## src/hw/rtl/indexed_min_heap_timer_queue_assert.svh

```systemverilog
// ----------------------------------------------------------------------------
// timer queue assertion macros
// concurrent checks on clk with asynchronous reset arst_n
// ----------------------------------------------------------------------------
`ifndef INDEXED_MIN_HEAP_TIMER_QUEUE_ASSERT_SVH
`define INDEXED_MIN_HEAP_TIMER_QUEUE_ASSERT_SVH

`ifndef ASSERT_OFF
// same-cycle implication
`define TQ_ASSERT_IMP(lbl, ant, con) \
	lbl: assert property (@(posedge clk) disable iff (!arst_n) (ant) |-> (con)) \
		else $error("timer queue check failed");
// next-cycle implication
`define TQ_ASSERT_NXT(lbl, ant, con) \
	lbl: assert property (@(posedge clk) disable iff (!arst_n) (ant) |=> (con)) \
		else $error("timer queue check failed");
`else
`define TQ_ASSERT_IMP(lbl, ant, con)
`define TQ_ASSERT_NXT(lbl, ant, con)
`endif

`endif

```

## src/hw/rtl/tq_pkg.sv

```systemverilog
// ----------------------------------------------------------------------------
// tq_pkg
// shared sizes, command codes and helpers of the heap timer queue
// ----------------------------------------------------------------------------
package tq_pkg;

	localparam int HEAP_DEPTH = 32;
	localparam int ID_SPACE   = 1024;
	localparam int TIME_W     = 32;
	localparam int WAIT_W     = 30;
	localparam int FIFO_DEPTH = 4;

	localparam int SLOT_W = $clog2(HEAP_DEPTH);
	localparam int CNT_W  = $clog2(HEAP_DEPTH + 1);
	localparam int ID_W   = $clog2(ID_SPACE);

	// raw action field codes
	localparam logic [2:0] ACT_ADD = 3'd0;
	localparam logic [2:0] ACT_ADJ = 3'd1;
	localparam logic [2:0] ACT_REM = 3'd2;
	localparam logic [2:0] ACT_EXP = 3'd3;
	localparam logic [2:0] ACT_NXT = 3'd4;

	localparam logic [1:0] KIND_ACK = 2'd0;
	localparam logic [1:0] KIND_EXP = 2'd1;
	localparam logic [1:0] KIND_NXT = 2'd2;

	localparam logic [1:0] ST_OK     = 2'd0;
	localparam logic [1:0] ST_FULL   = 2'd1;
	localparam logic [1:0] ST_ABSENT = 2'd2;

	localparam logic [WAIT_W-1:0] WAIT_MAX = {WAIT_W{1'b1}};

	typedef enum logic [2:0] {
		OP_ADD,
		OP_ADJ,
		OP_REM,
		OP_EXP,
		OP_NXT,
		OP_NOP
	} op_t;

	typedef struct packed {
		op_t              op;
		logic [ID_W-1:0]  id;
		logic [TIME_W-1:0] expiry;
		logic [TIME_W-1:0] now;
	} cmd_t;

	typedef struct packed {
		logic [CNT_W-1:0] cnt;
		logic             busy;
	} stat_t;

	// wrap-aware: a is earlier than b
	function automatic logic t_before(input logic [TIME_W-1:0] a,
		input logic [TIME_W-1:0] b);
		logic [TIME_W-1:0] d;
		d = a - b;
		return d[TIME_W-1];
	endfunction

endpackage

```

## src/hw/rtl/tq_cmd_fifo.sv

```systemverilog
// ----------------------------------------------------------------------------
// tq_cmd_fifo
// short command queue between the front and the heap engine
// ----------------------------------------------------------------------------
module tq_cmd_fifo (
	input  logic         clk,
	input  logic         arst_n,
	input  logic         in_valid,
	output logic         in_ready,
	input  tq_pkg::cmd_t in_cmd,
	output logic         out_valid,
	input  logic         out_ready,
	output tq_pkg::cmd_t out_cmd
);
	import tq_pkg::*;

	localparam int PTR_W  = $clog2(FIFO_DEPTH);
	localparam int FILL_W = $clog2(FIFO_DEPTH + 1);

	cmd_t             q_mem [FIFO_DEPTH];
	logic [PTR_W-1:0] wr_q;
	logic [PTR_W-1:0] rd_q;
	logic [FILL_W-1:0] fill_q;
	logic             push;
	logic             pop;

	assign in_ready  = fill_q != FILL_W'(FIFO_DEPTH);
	assign out_valid = fill_q != '0;
	assign out_cmd   = q_mem[rd_q];
	assign push      = in_valid && in_ready;
	assign pop       = out_valid && out_ready;

	function automatic logic [PTR_W-1:0] bump(input logic [PTR_W-1:0] p);
		return (p == PTR_W'(FIFO_DEPTH - 1)) ? '0 : p + 1'b1;
	endfunction

	always_ff @(posedge clk or negedge arst_n) begin
		if (!arst_n) begin
			wr_q   <= '0;
			rd_q   <= '0;
			fill_q <= '0;
		end else begin
			if (push) wr_q <= bump(wr_q);
			if (pop) rd_q <= bump(rd_q);
			if (push && !pop) fill_q <= fill_q + 1'b1;
			else if (pop && !push) fill_q <= fill_q - 1'b1;
		end
	end

	always_ff @(posedge clk) begin
		if (push) begin
			q_mem[wr_q] <= in_cmd;
		end
	end

endmodule

```

## config.mk

```make
export PLATFORM = sky130hd
export DESIGN_NAME = tq_cmd_fifo
export DESIGN_NICKNAME = d
export VERILOG_FILES = /design/src/hw/rtl/indexed_min_heap_timer_queue_assert.svh /design/src/hw/rtl/tq_pkg.sv /design/src/hw/rtl/tq_cmd_fifo.sv
export SDC_FILE = /design/constraint.sdc
export NUM_CORES = 1
export LEC_CHECK = 0
export ABC_CLOCK_PERIOD_IN_PS = 2500
export BUFFER_PORTS_ARGS = -buffer_cell sky130_fd_sc_hd__buf_2
export CAP_MARGIN = 20
export CORE_MARGIN = 3
export CORE_UTILIZATION = 43
export DETAILED_ROUTE_END_ITERATION = 8
export GPL_TIMING_DRIVEN = 0
export RECOVER_POWER = 25
export SYNTH_ARGS = -nofsm -noshare
export SYNTH_HDL_FRONTEND = slang
export SYNTH_SLANG_ARGS = --single-unit
```

## constraint.sdc

```tcl
create_clock -name clk -period 2.5 [get_ports clk]
set_input_delay 0.375 -clock clk [delete_from_list [all_inputs] [get_ports clk]]
set_output_delay 0.375 -clock clk [all_outputs]
set_load 0.1 [all_outputs]
```

==> run metrics <==
final clock skew=approximately 0.014 ns; Final Cycle Share=0.9765; Most Frequent Cell on Critical Path=buf_12; Die Ht=169.8 um; Worst setup SP type=flip-flop; TritonCTS Buffers=34; Synth Area in XOR/XNOR=0.002277; sequential-to-total area share from yosys stat=0.8167; Pre-antenna DRT Iters=4; gr ovfl total=0; Worst EP arrival=2.07 ns; final instance area=around 0.014 mm2; final hold violation count=0; share of cells above drive strength 1=0.4069; Post-Place Setup Slack=0.1744 ns; Initial Util=0.4403; RR Startpoint=fill_q[0]; fmax=a little over 0.4 GHz; Post-Synth Adder-Cell Area=0.008241; clk_lat worst skew=0.49 ns; Die ar.=0.02884 mm2; Synth Area in Compound Gates=0; status=finished, final reports clean; clk slew on worst S/H paths=0.06 ns; cells on worst reg2reg path=8; synthesized instance count=439; Final Max Slew Viols=0; routability cong.=0.6828; Die Width=169.8 um; vias after detailed routing=~5.2k; I/O Buffers=159; Crit Path Max Fanout=8; post-synth net total=527; simple-gate portion of the synthesized area=0.006289; Core Rows=between 50 and 60; setup slack after layout=0.05869 ns; nets=730; Longest Clk Path Bufs=3; post-synthesis mux area share=0.1558; Worst Hold End=q_mem[1][11]; CTS sink cnt=between 300 and 400; clk root buf=clkbuf_16; layout overhead on the synthesized area=23.65%; Worst EP required=2.12 ns; initial antenna violation count=1; largest cells by area after synthesis=edfxtp_1 (80%), mux4_2 (15%), dfrtp_1 (1.5%), ha_1 (0.65%), buf_4 (0.39%); htree depth=2; Total Wirelength=21390 um; CTS tree=built; Buf/Inv on CP=4; worst stage delay on the critical path=around 0.55 ns; syn_area_per_cell=about 26 um2; area of the mapped netlist=0.01154 mm2; Yosys warning count=0; Synth top area share=0.8016; Final ANT Viol Nets=0; I/O pins=160; post-DP HPWL=~13000 um; Worst setup EP type=output pin; worst min path class=in -> reg; r2r setup slk=between 0.2 and 0.3 ns; final core utilization=0.5444; max cap viols=0; routed len/inst=21.37 um; core area=about 0.026 mm2; largest net degree at the start of global routing=48; hold depth=1; normalized max-slew margin=0.4781; vias in the first global route=approximately 6k; ordered cell list for the critical path=buf_8 -> buf_12 -> buf_12 -> mux4_2 -> buf_12; First DRT Iteration DRCs=282; drc violations=0; Fill cells=2003; Placed Area=0.01285 mm2; Worst Tran Pin Value=a little under 0.8 ns; R2R Path End=fill_q[2]; Fin Hold WS=0.1019 ns; minimum clock period=2.441 ns; first-pass GRT wire length=32710 um; Yosys top cell by area=edfxtp_1; Worst path slowest cell=mux4_2; CP Class=reg -> out; routed vias/inst=5.227; largest family of logic cells by synthesized area=multiplexers; Cell variety after synth=20; Synth Register Bits=315; setup violators final=0; gr usage total=0.1492; RSZ-0062 raised after global routing=yes; hold path start=in_cmd[11]; n_diodes=0; critical path's top delay family=buffers and inverters
## flip-flops by register name, indices dropped and copies added (netlist names)
register,flops
wr_q,2
q_mem,308
fill_q,3
rd_q,2
## kinds of logic after synthesis
family / after synthesis
xor+xnor: 3
fa+ha+maj: 7
buf+inv: 21
flops: 315
mux: 82
simple gates: 11
## Yosys cell counts
master,number
clkbuf_1,5
mux2_2,3
inv_1,3
buf_2,5
xor2_1,2
or3_2,1
ha_1,6
and2_4,1
edfxtp_1,308
and3_2,4
buf_4,6
xnor2_1,1
or3b_4,1
dfrtp_1,7
fa_1,1
nand2_1,1
nor2_1,3
mux4_2,77
buf_6,2
mux2_4,2
## worst max path at each step
stage / slack [ns] / start / depth (start not counted) / to
after detailed placement: 0.17 / rd_q[1] / 5 / out_cmd[46]
after global placement: -0.30 / fill_q[2] / 2 / q_mem[1][31]
after global routing: -0.03 / rd_q[0] / 4 / out_cmd[46]
after floorplan: 0.05 / fill_q[1] / 8 / fill_q[2]
final: 0.06 / rd_q[0] / 5 / out_cmd[57]
after CTS: -0.005 / rd_q[0] / 4 / out_cmd[14]
## worst reg2reg max path, cell delays in order (launching register included)
cell and delay (ns):
dfrtp_1 0.43, or3_2 0.49, nand2_1 0.16, ha_1 0.21
inv_1 0.06, fa_1 0.37, xor2_1 0.17, nor2_1 0.11
xor2_1 0.16
## repair_timing
item                                    4_1_cts  5_1_grt
pin swaps                                     0        0
hold endpoints to repair                      7        0
cloned                                        1        1
endpoints found under the setup margin       77       42
hold buffers                                  1        0
gates resized for setup                      85       45
buffers inserted                              1        0
## metrics by stage
step / cells / setup TNS (ns)
6_report: 1001 / 0
2_1_floorplan: 439 / 0
3_3_place_gp: 933 / -90.29
4_1_cts: 1000 / -0.009957
5_1_grt: 1001 / -0.1852
3_5_place_dp: 937 / 0
## routing by layer
metal / global-route usage / vias up / part of all wire / wire length [um]
met1: 0.1794 / 2735 / 0.39 / 8391
met2: 0.2622 / 153 / 0.52 / 11170
met4: 0.04659 / 2 / 0.021 / 446
met3: 0.04297 / 39 / 0.064 / 1366
li1: - / 2303 / - / -
met5: 0 / - / 0.00061 / 13
## cells in the final DEF (no fill, tap or decap), drive strengths merged, types with 2 or more instances in the layout
master	synthesis	layout
mux2	5	5
buf	13	127
inv	3	4
xor2	2	2
ha	6	6
nor2	3	3
and3	4	4
bufinv	0	4
mux4	77	77
clkbuf	5	98
edfxtp	308	308
dfrtp	7	7
clkinv	0	12
## area by class of cell
cell class              count  area (um2)  area share
well taps                 335       419.2     0.02938
flip-flops and latches    315        9424      0.6605
inverters                   3       11.26   0.0007893
repair buffers            167        1129     0.07910
plain buffers              18       181.4     0.01272
multi-input cells         103        2007      0.1407
clock buffers              42       902.1     0.06323
clock inverters            18       193.9     0.01359
Power is left out: the tool's default activity adds up to more than one toggle a clock period on the data nets, which glitch-free logic cannot reach.
