`src/hw/rtl/indexed_min_heap_timer_queue_assert.svh`:
```
// ----------------------------------------------------------------------------
// timer queue assertion macros
// concurrent checks on clk with asynchronous reset arst_n
// ----------------------------------------------------------------------------
`ifndef INDEXED_MIN_HEAP_TIMER_QUEUE_ASSERT_SVH
`define INDEXED_MIN_HEAP_TIMER_QUEUE_ASSERT_SVH

`ifndef ASSERT_OFF
// same-cycle implication
`define TQ_ASSERT_IMP(lbl, ant, con) \
	lbl: assert property (@(posedge clk) disable iff (!arst_n) (ant) |-> (con)) \
		else $error("timer queue check failed");
// next-cycle implication
`define TQ_ASSERT_NXT(lbl, ant, con) \
	lbl: assert property (@(posedge clk) disable iff (!arst_n) (ant) |=> (con)) \
		else $error("timer queue check failed");
`else
`define TQ_ASSERT_IMP(lbl, ant, con)
`define TQ_ASSERT_NXT(lbl, ant, con)
`endif

`endif

```
`src/hw/rtl/tq_pkg.sv`:
```
// ----------------------------------------------------------------------------
// tq_pkg
// shared sizes, command codes and helpers of the heap timer queue
// ----------------------------------------------------------------------------
package tq_pkg;

	localparam int HEAP_DEPTH = 32;
	localparam int ID_SPACE   = 1024;
	localparam int TIME_W     = 32;
	localparam int WAIT_W     = 30;
	localparam int FIFO_DEPTH = 4;

	localparam int SLOT_W = $clog2(HEAP_DEPTH);
	localparam int CNT_W  = $clog2(HEAP_DEPTH + 1);
	localparam int ID_W   = $clog2(ID_SPACE);

	// raw action field codes
	localparam logic [2:0] ACT_ADD = 3'd0;
	localparam logic [2:0] ACT_ADJ = 3'd1;
	localparam logic [2:0] ACT_REM = 3'd2;
	localparam logic [2:0] ACT_EXP = 3'd3;
	localparam logic [2:0] ACT_NXT = 3'd4;

	localparam logic [1:0] KIND_ACK = 2'd0;
	localparam logic [1:0] KIND_EXP = 2'd1;
	localparam logic [1:0] KIND_NXT = 2'd2;

	localparam logic [1:0] ST_OK     = 2'd0;
	localparam logic [1:0] ST_FULL   = 2'd1;
	localparam logic [1:0] ST_ABSENT = 2'd2;

	localparam logic [WAIT_W-1:0] WAIT_MAX = {WAIT_W{1'b1}};

	typedef enum logic [2:0] {
		OP_ADD,
		OP_ADJ,
		OP_REM,
		OP_EXP,
		OP_NXT,
		OP_NOP
	} op_t;

	typedef struct packed {
		op_t              op;
		logic [ID_W-1:0]  id;
		logic [TIME_W-1:0] expiry;
		logic [TIME_W-1:0] now;
	} cmd_t;

	typedef struct packed {
		logic [CNT_W-1:0] cnt;
		logic             busy;
	} stat_t;

	// wrap-aware: a is earlier than b
	function automatic logic t_before(input logic [TIME_W-1:0] a,
		input logic [TIME_W-1:0] b);
		logic [TIME_W-1:0] d;
		d = a - b;
		return d[TIME_W-1];
	endfunction

endpackage

```
`src/hw/rtl/tq_if.sv`:
```
// ----------------------------------------------------------------------------
// tq_if
// request and result channels of the heap timer queue
// ----------------------------------------------------------------------------
interface tq_req_if;
	logic        valid;
	logic        ready;
	logic [2:0]  action;
	logic [9:0]  timer_id;
	logic [29:0] delay_ms;
	logic [31:0] now_ms;
	modport source(output valid, action, timer_id, delay_ms, now_ms, input ready);
	modport sink(input valid, action, timer_id, delay_ms, now_ms, output ready);
endinterface


```
`src/hw/rtl/tq_front.sv`:
```
// ----------------------------------------------------------------------------
// tq_front
// takes requests, decodes the action and forms the absolute expiry
// ----------------------------------------------------------------------------
module tq_front (
	input  logic         clk,
	input  logic         arst_n,
	tq_req_if.sink       req,
	output tq_pkg::cmd_t cmd,
	output logic         cmd_valid,
	input  logic         cmd_ready
);
	import tq_pkg::*;

	cmd_t cmd_s1;
	cmd_t cmd_nxt;
	logic vld_s1;

	assign req.ready = !vld_s1 || cmd_ready;
	assign cmd       = cmd_s1;
	assign cmd_valid = vld_s1;

	always_comb begin
		unique case (req.action)
			ACT_ADD: cmd_nxt.op = OP_ADD;
			ACT_ADJ: cmd_nxt.op = OP_ADJ;
			ACT_REM: cmd_nxt.op = OP_REM;
			ACT_EXP: cmd_nxt.op = OP_EXP;
			ACT_NXT: cmd_nxt.op = OP_NXT;
			default: cmd_nxt.op = OP_NOP;
		endcase
		cmd_nxt.id     = req.timer_id[ID_W-1:0];
		cmd_nxt.now    = req.now_ms[TIME_W-1:0];
		cmd_nxt.expiry = req.now_ms[TIME_W-1:0] + TIME_W'(req.delay_ms);
	end

	always_ff @(posedge clk or negedge arst_n) begin
		if (!arst_n) begin
			vld_s1 <= 1'b0;
		end else if (req.ready) begin
			vld_s1 <= req.valid;
		end
	end

	always_ff @(posedge clk) begin
		if (req.valid && req.ready) begin
			cmd_s1 <= cmd_nxt;
		end
	end

endmodule

```
`src/flat_wrapper.sv`:
```
// flat-port wrapper written by rule: the top's interface ports become plain ports
module tq_front_flat import tq_pkg::*;
  (clk, arst_n, cmd, cmd_valid, cmd_ready, req_valid, req_action, req_timer_id, req_delay_ms, req_now_ms, req_ready);
  tq_req_if req_i ();
  input  logic clk;
  input  logic arst_n;
  output tq_pkg::cmd_t cmd;
  output logic cmd_valid;
  input  logic cmd_ready;
  input wire logic [$bits(req_i.valid)-1:0] req_valid;
  input wire logic [$bits(req_i.action)-1:0] req_action;
  input wire logic [$bits(req_i.timer_id)-1:0] req_timer_id;
  input wire logic [$bits(req_i.delay_ms)-1:0] req_delay_ms;
  input wire logic [$bits(req_i.now_ms)-1:0] req_now_ms;
  output wire logic [$bits(req_i.ready)-1:0] req_ready;
  assign req_i.valid = req_valid;
  assign req_i.action = req_action;
  assign req_i.timer_id = req_timer_id;
  assign req_i.delay_ms = req_delay_ms;
  assign req_i.now_ms = req_now_ms;
  assign req_ready = req_i.ready;
  tq_front u_core (.clk(clk), .arst_n(arst_n), .req(req_i), .cmd(cmd), .cmd_valid(cmd_valid), .cmd_ready(cmd_ready));
endmodule
```
`config.mk`:
```
export PLATFORM = sky130hd
export DESIGN_NAME = tq_front_flat
export DESIGN_NICKNAME = d
export VERILOG_FILES = /design/src/hw/rtl/indexed_min_heap_timer_queue_assert.svh /design/src/hw/rtl/tq_pkg.sv /design/src/hw/rtl/tq_if.sv /design/src/hw/rtl/tq_front.sv /design/src/flat_wrapper.sv
export SDC_FILE = /design/constraint.sdc
export NUM_CORES = 1
export LEC_CHECK = 0
export BUFFER_PORTS_ARGS = -buffer_cell sky130_fd_sc_hd__buf_4
export CAP_MARGIN = 20
export CORE_MARGIN = 2
export CORE_UTILIZATION = 51
export CTS_BUF_LIST = sky130_fd_sc_hd__clkbuf_8
export CTS_CLUSTER_DIAMETER = 60
export DETAILED_ROUTE_END_ITERATION = 7
export GPL_TIMING_DRIVEN = 0
export PLACE_DENSITY = 0.84
export SETUP_SLACK_MARGIN = 0.2
export SYNTH_ARGS = -nofsm -noshare
export SYNTH_HDL_FRONTEND = slang
export SYNTH_SLANG_ARGS = --single-unit
```
`constraint.sdc`:
```
create_clock -name clk -period 3.7 [get_ports clk]
set_input_delay 0.37 -clock clk [delete_from_list [all_inputs] [get_ports clk]]
set_output_delay 0.37 -clock clk [all_outputs]
set_load 0.02 [all_outputs]
```
==> results.yml <==
status:
  status: "complete, no violations"
synth:
  yosysWarningCount: 0
  ys_ff_latch: 78
  netlist_instances: 314
  syn_nets: 424
  avgSynthCellArea_sq_um: 12.77
  yosysSeqAreaShare_pct: 58.28
  synth_area_sq_mm: 0.004010
  ys_types: 47
  synth-main-ff-cell: "edfxtp_1"
  synthArstFlopShare_pct: 1.282
  synth_edf_count: 77
floorplan:
  die_w_um: 92.68
  die-height_um: 92.68
  io_pins: 158
  die_area_sq_mm: 0.008589
  core_area_sq_mm: 0.007687
  start_util_pct: 52.16
  rows: 32
timing:
  finalMaxSlewViolations: 0
  fin_crit_sh_pct: 66.65
  setup_viol: 0
  period_needed_ns: 2.466
  tightest_slew_ns: 0.5010
  max_freq_mhz: 405.5
  rsz0062_at_grt: "no"
  fin_setup_tns_ns: 0
  timing.hold.ws_ns: 0.1872
  hold_viol: 0
  max_slew_margin_pct: 66.60
  skew_ns: 0.009874
flow_run:
  drv_cap: 0
clock_tree:
  cts_root_buf: "clkbuf_8"
  clockBufferDepth: 2
  postCtsHoldBufs: 1
  cts_inserted_buffers: 9
  cts.htree.levels: 3
  path_clk_slew_ns: 0.08
  postCtsSetupBuffers: 0
  cts_tree: "yes"
  cts-resized-gates: 0
  clk_latency_ns: 0.35
  clock-sinks: 78
placed_design:
  gp_congestion: 0.8743
  portBuffers: 157
  dp_hpwl_um: 7297
  place_inst: 574
route:
  ant_nets: 0
  drcViolationCount: 0
  avgRoutedWirePerCell_um: 15.82
  totalWireLength_um: 9350
  dr.first_iter.drc_count: 161
  vias: 3180
  firstDrtPassIters: 5
  avgViaCountPerCell: 5.381
power:
  peakVddDrop_mv: 0.1867
  intPower_mw: 1.566
  cellPowerDensity_mw_per_mm2: 403.0
  power_mw: 2.222
  p_seq_share_pct: 48.8
  clockPowerShare_pct: 24.7
  p_comb_share_pct: 26.5
  p_leak_nw: 2.353
  p_sw_share_pct: 29.52
  p_sw_mw: 0.6558
min_path:
  hold_path_depth: 1
  worstHoldEndpoint: "u_core.cmd[73]$_DFFE_PP_"
  min_from: "req_timer_id[9]"
  hp-class: "in -> reg"
setup_path:
  arrival_ns: 2.56
  r2r_slack_ns: 2.08
  crit_fanout: 7
  cp.required_ns: 3.79
  r2r_cells: 3
  r2r-start: "u_core.cmd_valid$_DFFE_PN0N_"
  cp-end-kind: "register"
  startpoint_type: "primary input"
  reg2reg_to: "u_core.cmd[18]$_DFFE_PP_"
  path_class: "in -> reg"
grt:
  grt_pass1_vias: 3137
  grt_pass1_wl_um: 14670
  grt_max_degree: 41
  antenna_found_initial: 0
  grtUsageTotal_pct: 22.01
  gr-total-overflow: 0
finish:
  drive_gt1_share_pct: 37.22
  multi_input_area_sq_mm: 0.001640
  antennaDiodeCount: 0
  num-fill-cells: 550
  regArea_sq_mm: 0.002337
  nets: 594
  final_cells: 591
  syn_to_final_growth_pct: 37.47
[stage by stage]
step | setup WS [ns] | area [sq um] | utilization (%)
finish | 1.234 | 5513 | 71.71
global route | 1.036 | 5513 | 71.71
CTS | 1.234 | 5513 | 71.71
detailed placement | 0.8664 | 5339 | 69.45
global placement | 0.2310 | 5316 | 69.16
floorplan | 0.7142 | 4010 | -
[cell type report]
type / instances / share of cell area (%)
multi-input combinational: 227 / 29.75
buffer: 3 / 0.2270
timing repair buffer: 159 / 21.92
inverter: 6 / 0.4085
clock buffer: 9 / 2.247
clock inverter: 7 / 0.7263
tap: 102 / 2.315
sequential: 78 / 42.40
[state kept, by name, summed over array words and instances (netlist names)]
name / count
u_core.cmd_valid: 1
u_core.cmd: 77
[power by group through the flow]
| stage | sequential (mW) | clock, mW | combinational (mW) |
|---|---|---|---|
| global placement | 1.11 | 0 | 0.565 |
| floorplan | 1.19 | 0 | 0.260 |
| global route | 1.09 | 0.593 | 0.638 |
| detailed placement | 1.10 | 0 | 0.586 |
| CTS | 1.08 | 0.557 | 0.589 |
| finish | 1.08 | 0.550 | 0.588 |
[cell usage after synthesis (3+ instances only)]
cell      count  area share (%)
o21a_1        4            0.75
xor2_1       12             2.6
nand3_1       8             1.0
a211oi_1      3            0.56
o21ai_1       7            0.87
a21o_1       16             3.0
nand2_1      21             2.0
o21ai_0      13             1.6
o21bai_1      4            0.75
a311oi_1      3            0.66
xnor2_1      13             2.8
ha_1         30             9.4
nand2b_1      6            0.94
nor2b_1       3            0.47
a21oi_2       3            0.66
nand4_1       7             1.1
and2_1        3            0.47
edfxtp_1     77              58
a21oi_1      27             3.4
nor2_1       15             1.4
inv_1         6            0.56
[placed cells by master (no fill, tap or decap), types with 3 or more instances in the layout]
cell type	n
nor2_1	15
clkinv_1	3
nand4_1	7
clkbuf_8	9
edfxtp_1	77
o21ai_0	13
a21oi_2	3
buf_4	157
ha_1	30
a21oi_1	27
o21bai_1	4
xnor2_1	13
nand2_1	21
o21a_1	4
nand2b_1	6
a311oi_1	3
a211oi_1	3
nand3_1	8
o21ai_1	7
nor2b_1	3
xor2_1	12
inv_1	6
a21o_1	16
[how the worst max path moves through the flow]
stage | start | slack (ns) | cells past startpoint | endpoint
CTS | req_now_ms[6] | 1.23 | 9 | u_core.cmd[61]$_DFFE_PP_
finish | req_now_ms[6] | 1.23 | 9 | u_core.cmd[61]$_DFFE_PP_
floorplan | u_core.cmd_valid$_DFFE_PN0N_ | 0.71 | 2 | u_core.cmd[0]$_DFFE_PP_
global placement | cmd_ready | 0.23 | 3 | u_core.cmd[17]$_DFFE_PP_
global route | req_now_ms[6] | 1.04 | 9 | u_core.cmd[61]$_DFFE_PP_
detailed placement | req_now_ms[6] | 0.87 | 9 | u_core.cmd[61]$_DFFE_PP_
[worst max-delay path: stages]
cell	delay [ns]
buf_4	0.12
ha_1	0.40
a2111oi_0	0.42
o21ai_1	0.18
a31oi_2	0.33
a21oi_2	0.13
o31a_1	0.36
nor3b_1	0.20
a311oi_1	0.07
[logic make-up (layout without fill, tap and decap cells)]
family / after synthesis / in the layout / share of synthesized area (%)
AO/OA/AOI/OAI: 97 / 97 / 16.10
adder cells (fa/ha/maj): 31 / 31 / 9.860
flip-flops: 78 / 78 / 58.28
buffers and inverters: 9 / 184 / 0.8735
XOR/XNOR: 25 / 25 / 5.460
multiplexers: 1 / 1 / 0.2808
AND/OR/NAND/NOR: 73 / 73 / 9.142
[routing by layer]
layer	vias up	part of all wire, %	wire length, um	global-route usage, %
met1	1484	40	3756	26.63
li1	1560	-	-	-
met4	0	2.5	238	7.966
met3	19	7.8	729	7.160
met5	-	0	0	0
met2	117	49	4626	36.98
Note: power is estimated with default switching activity, not from simulation.
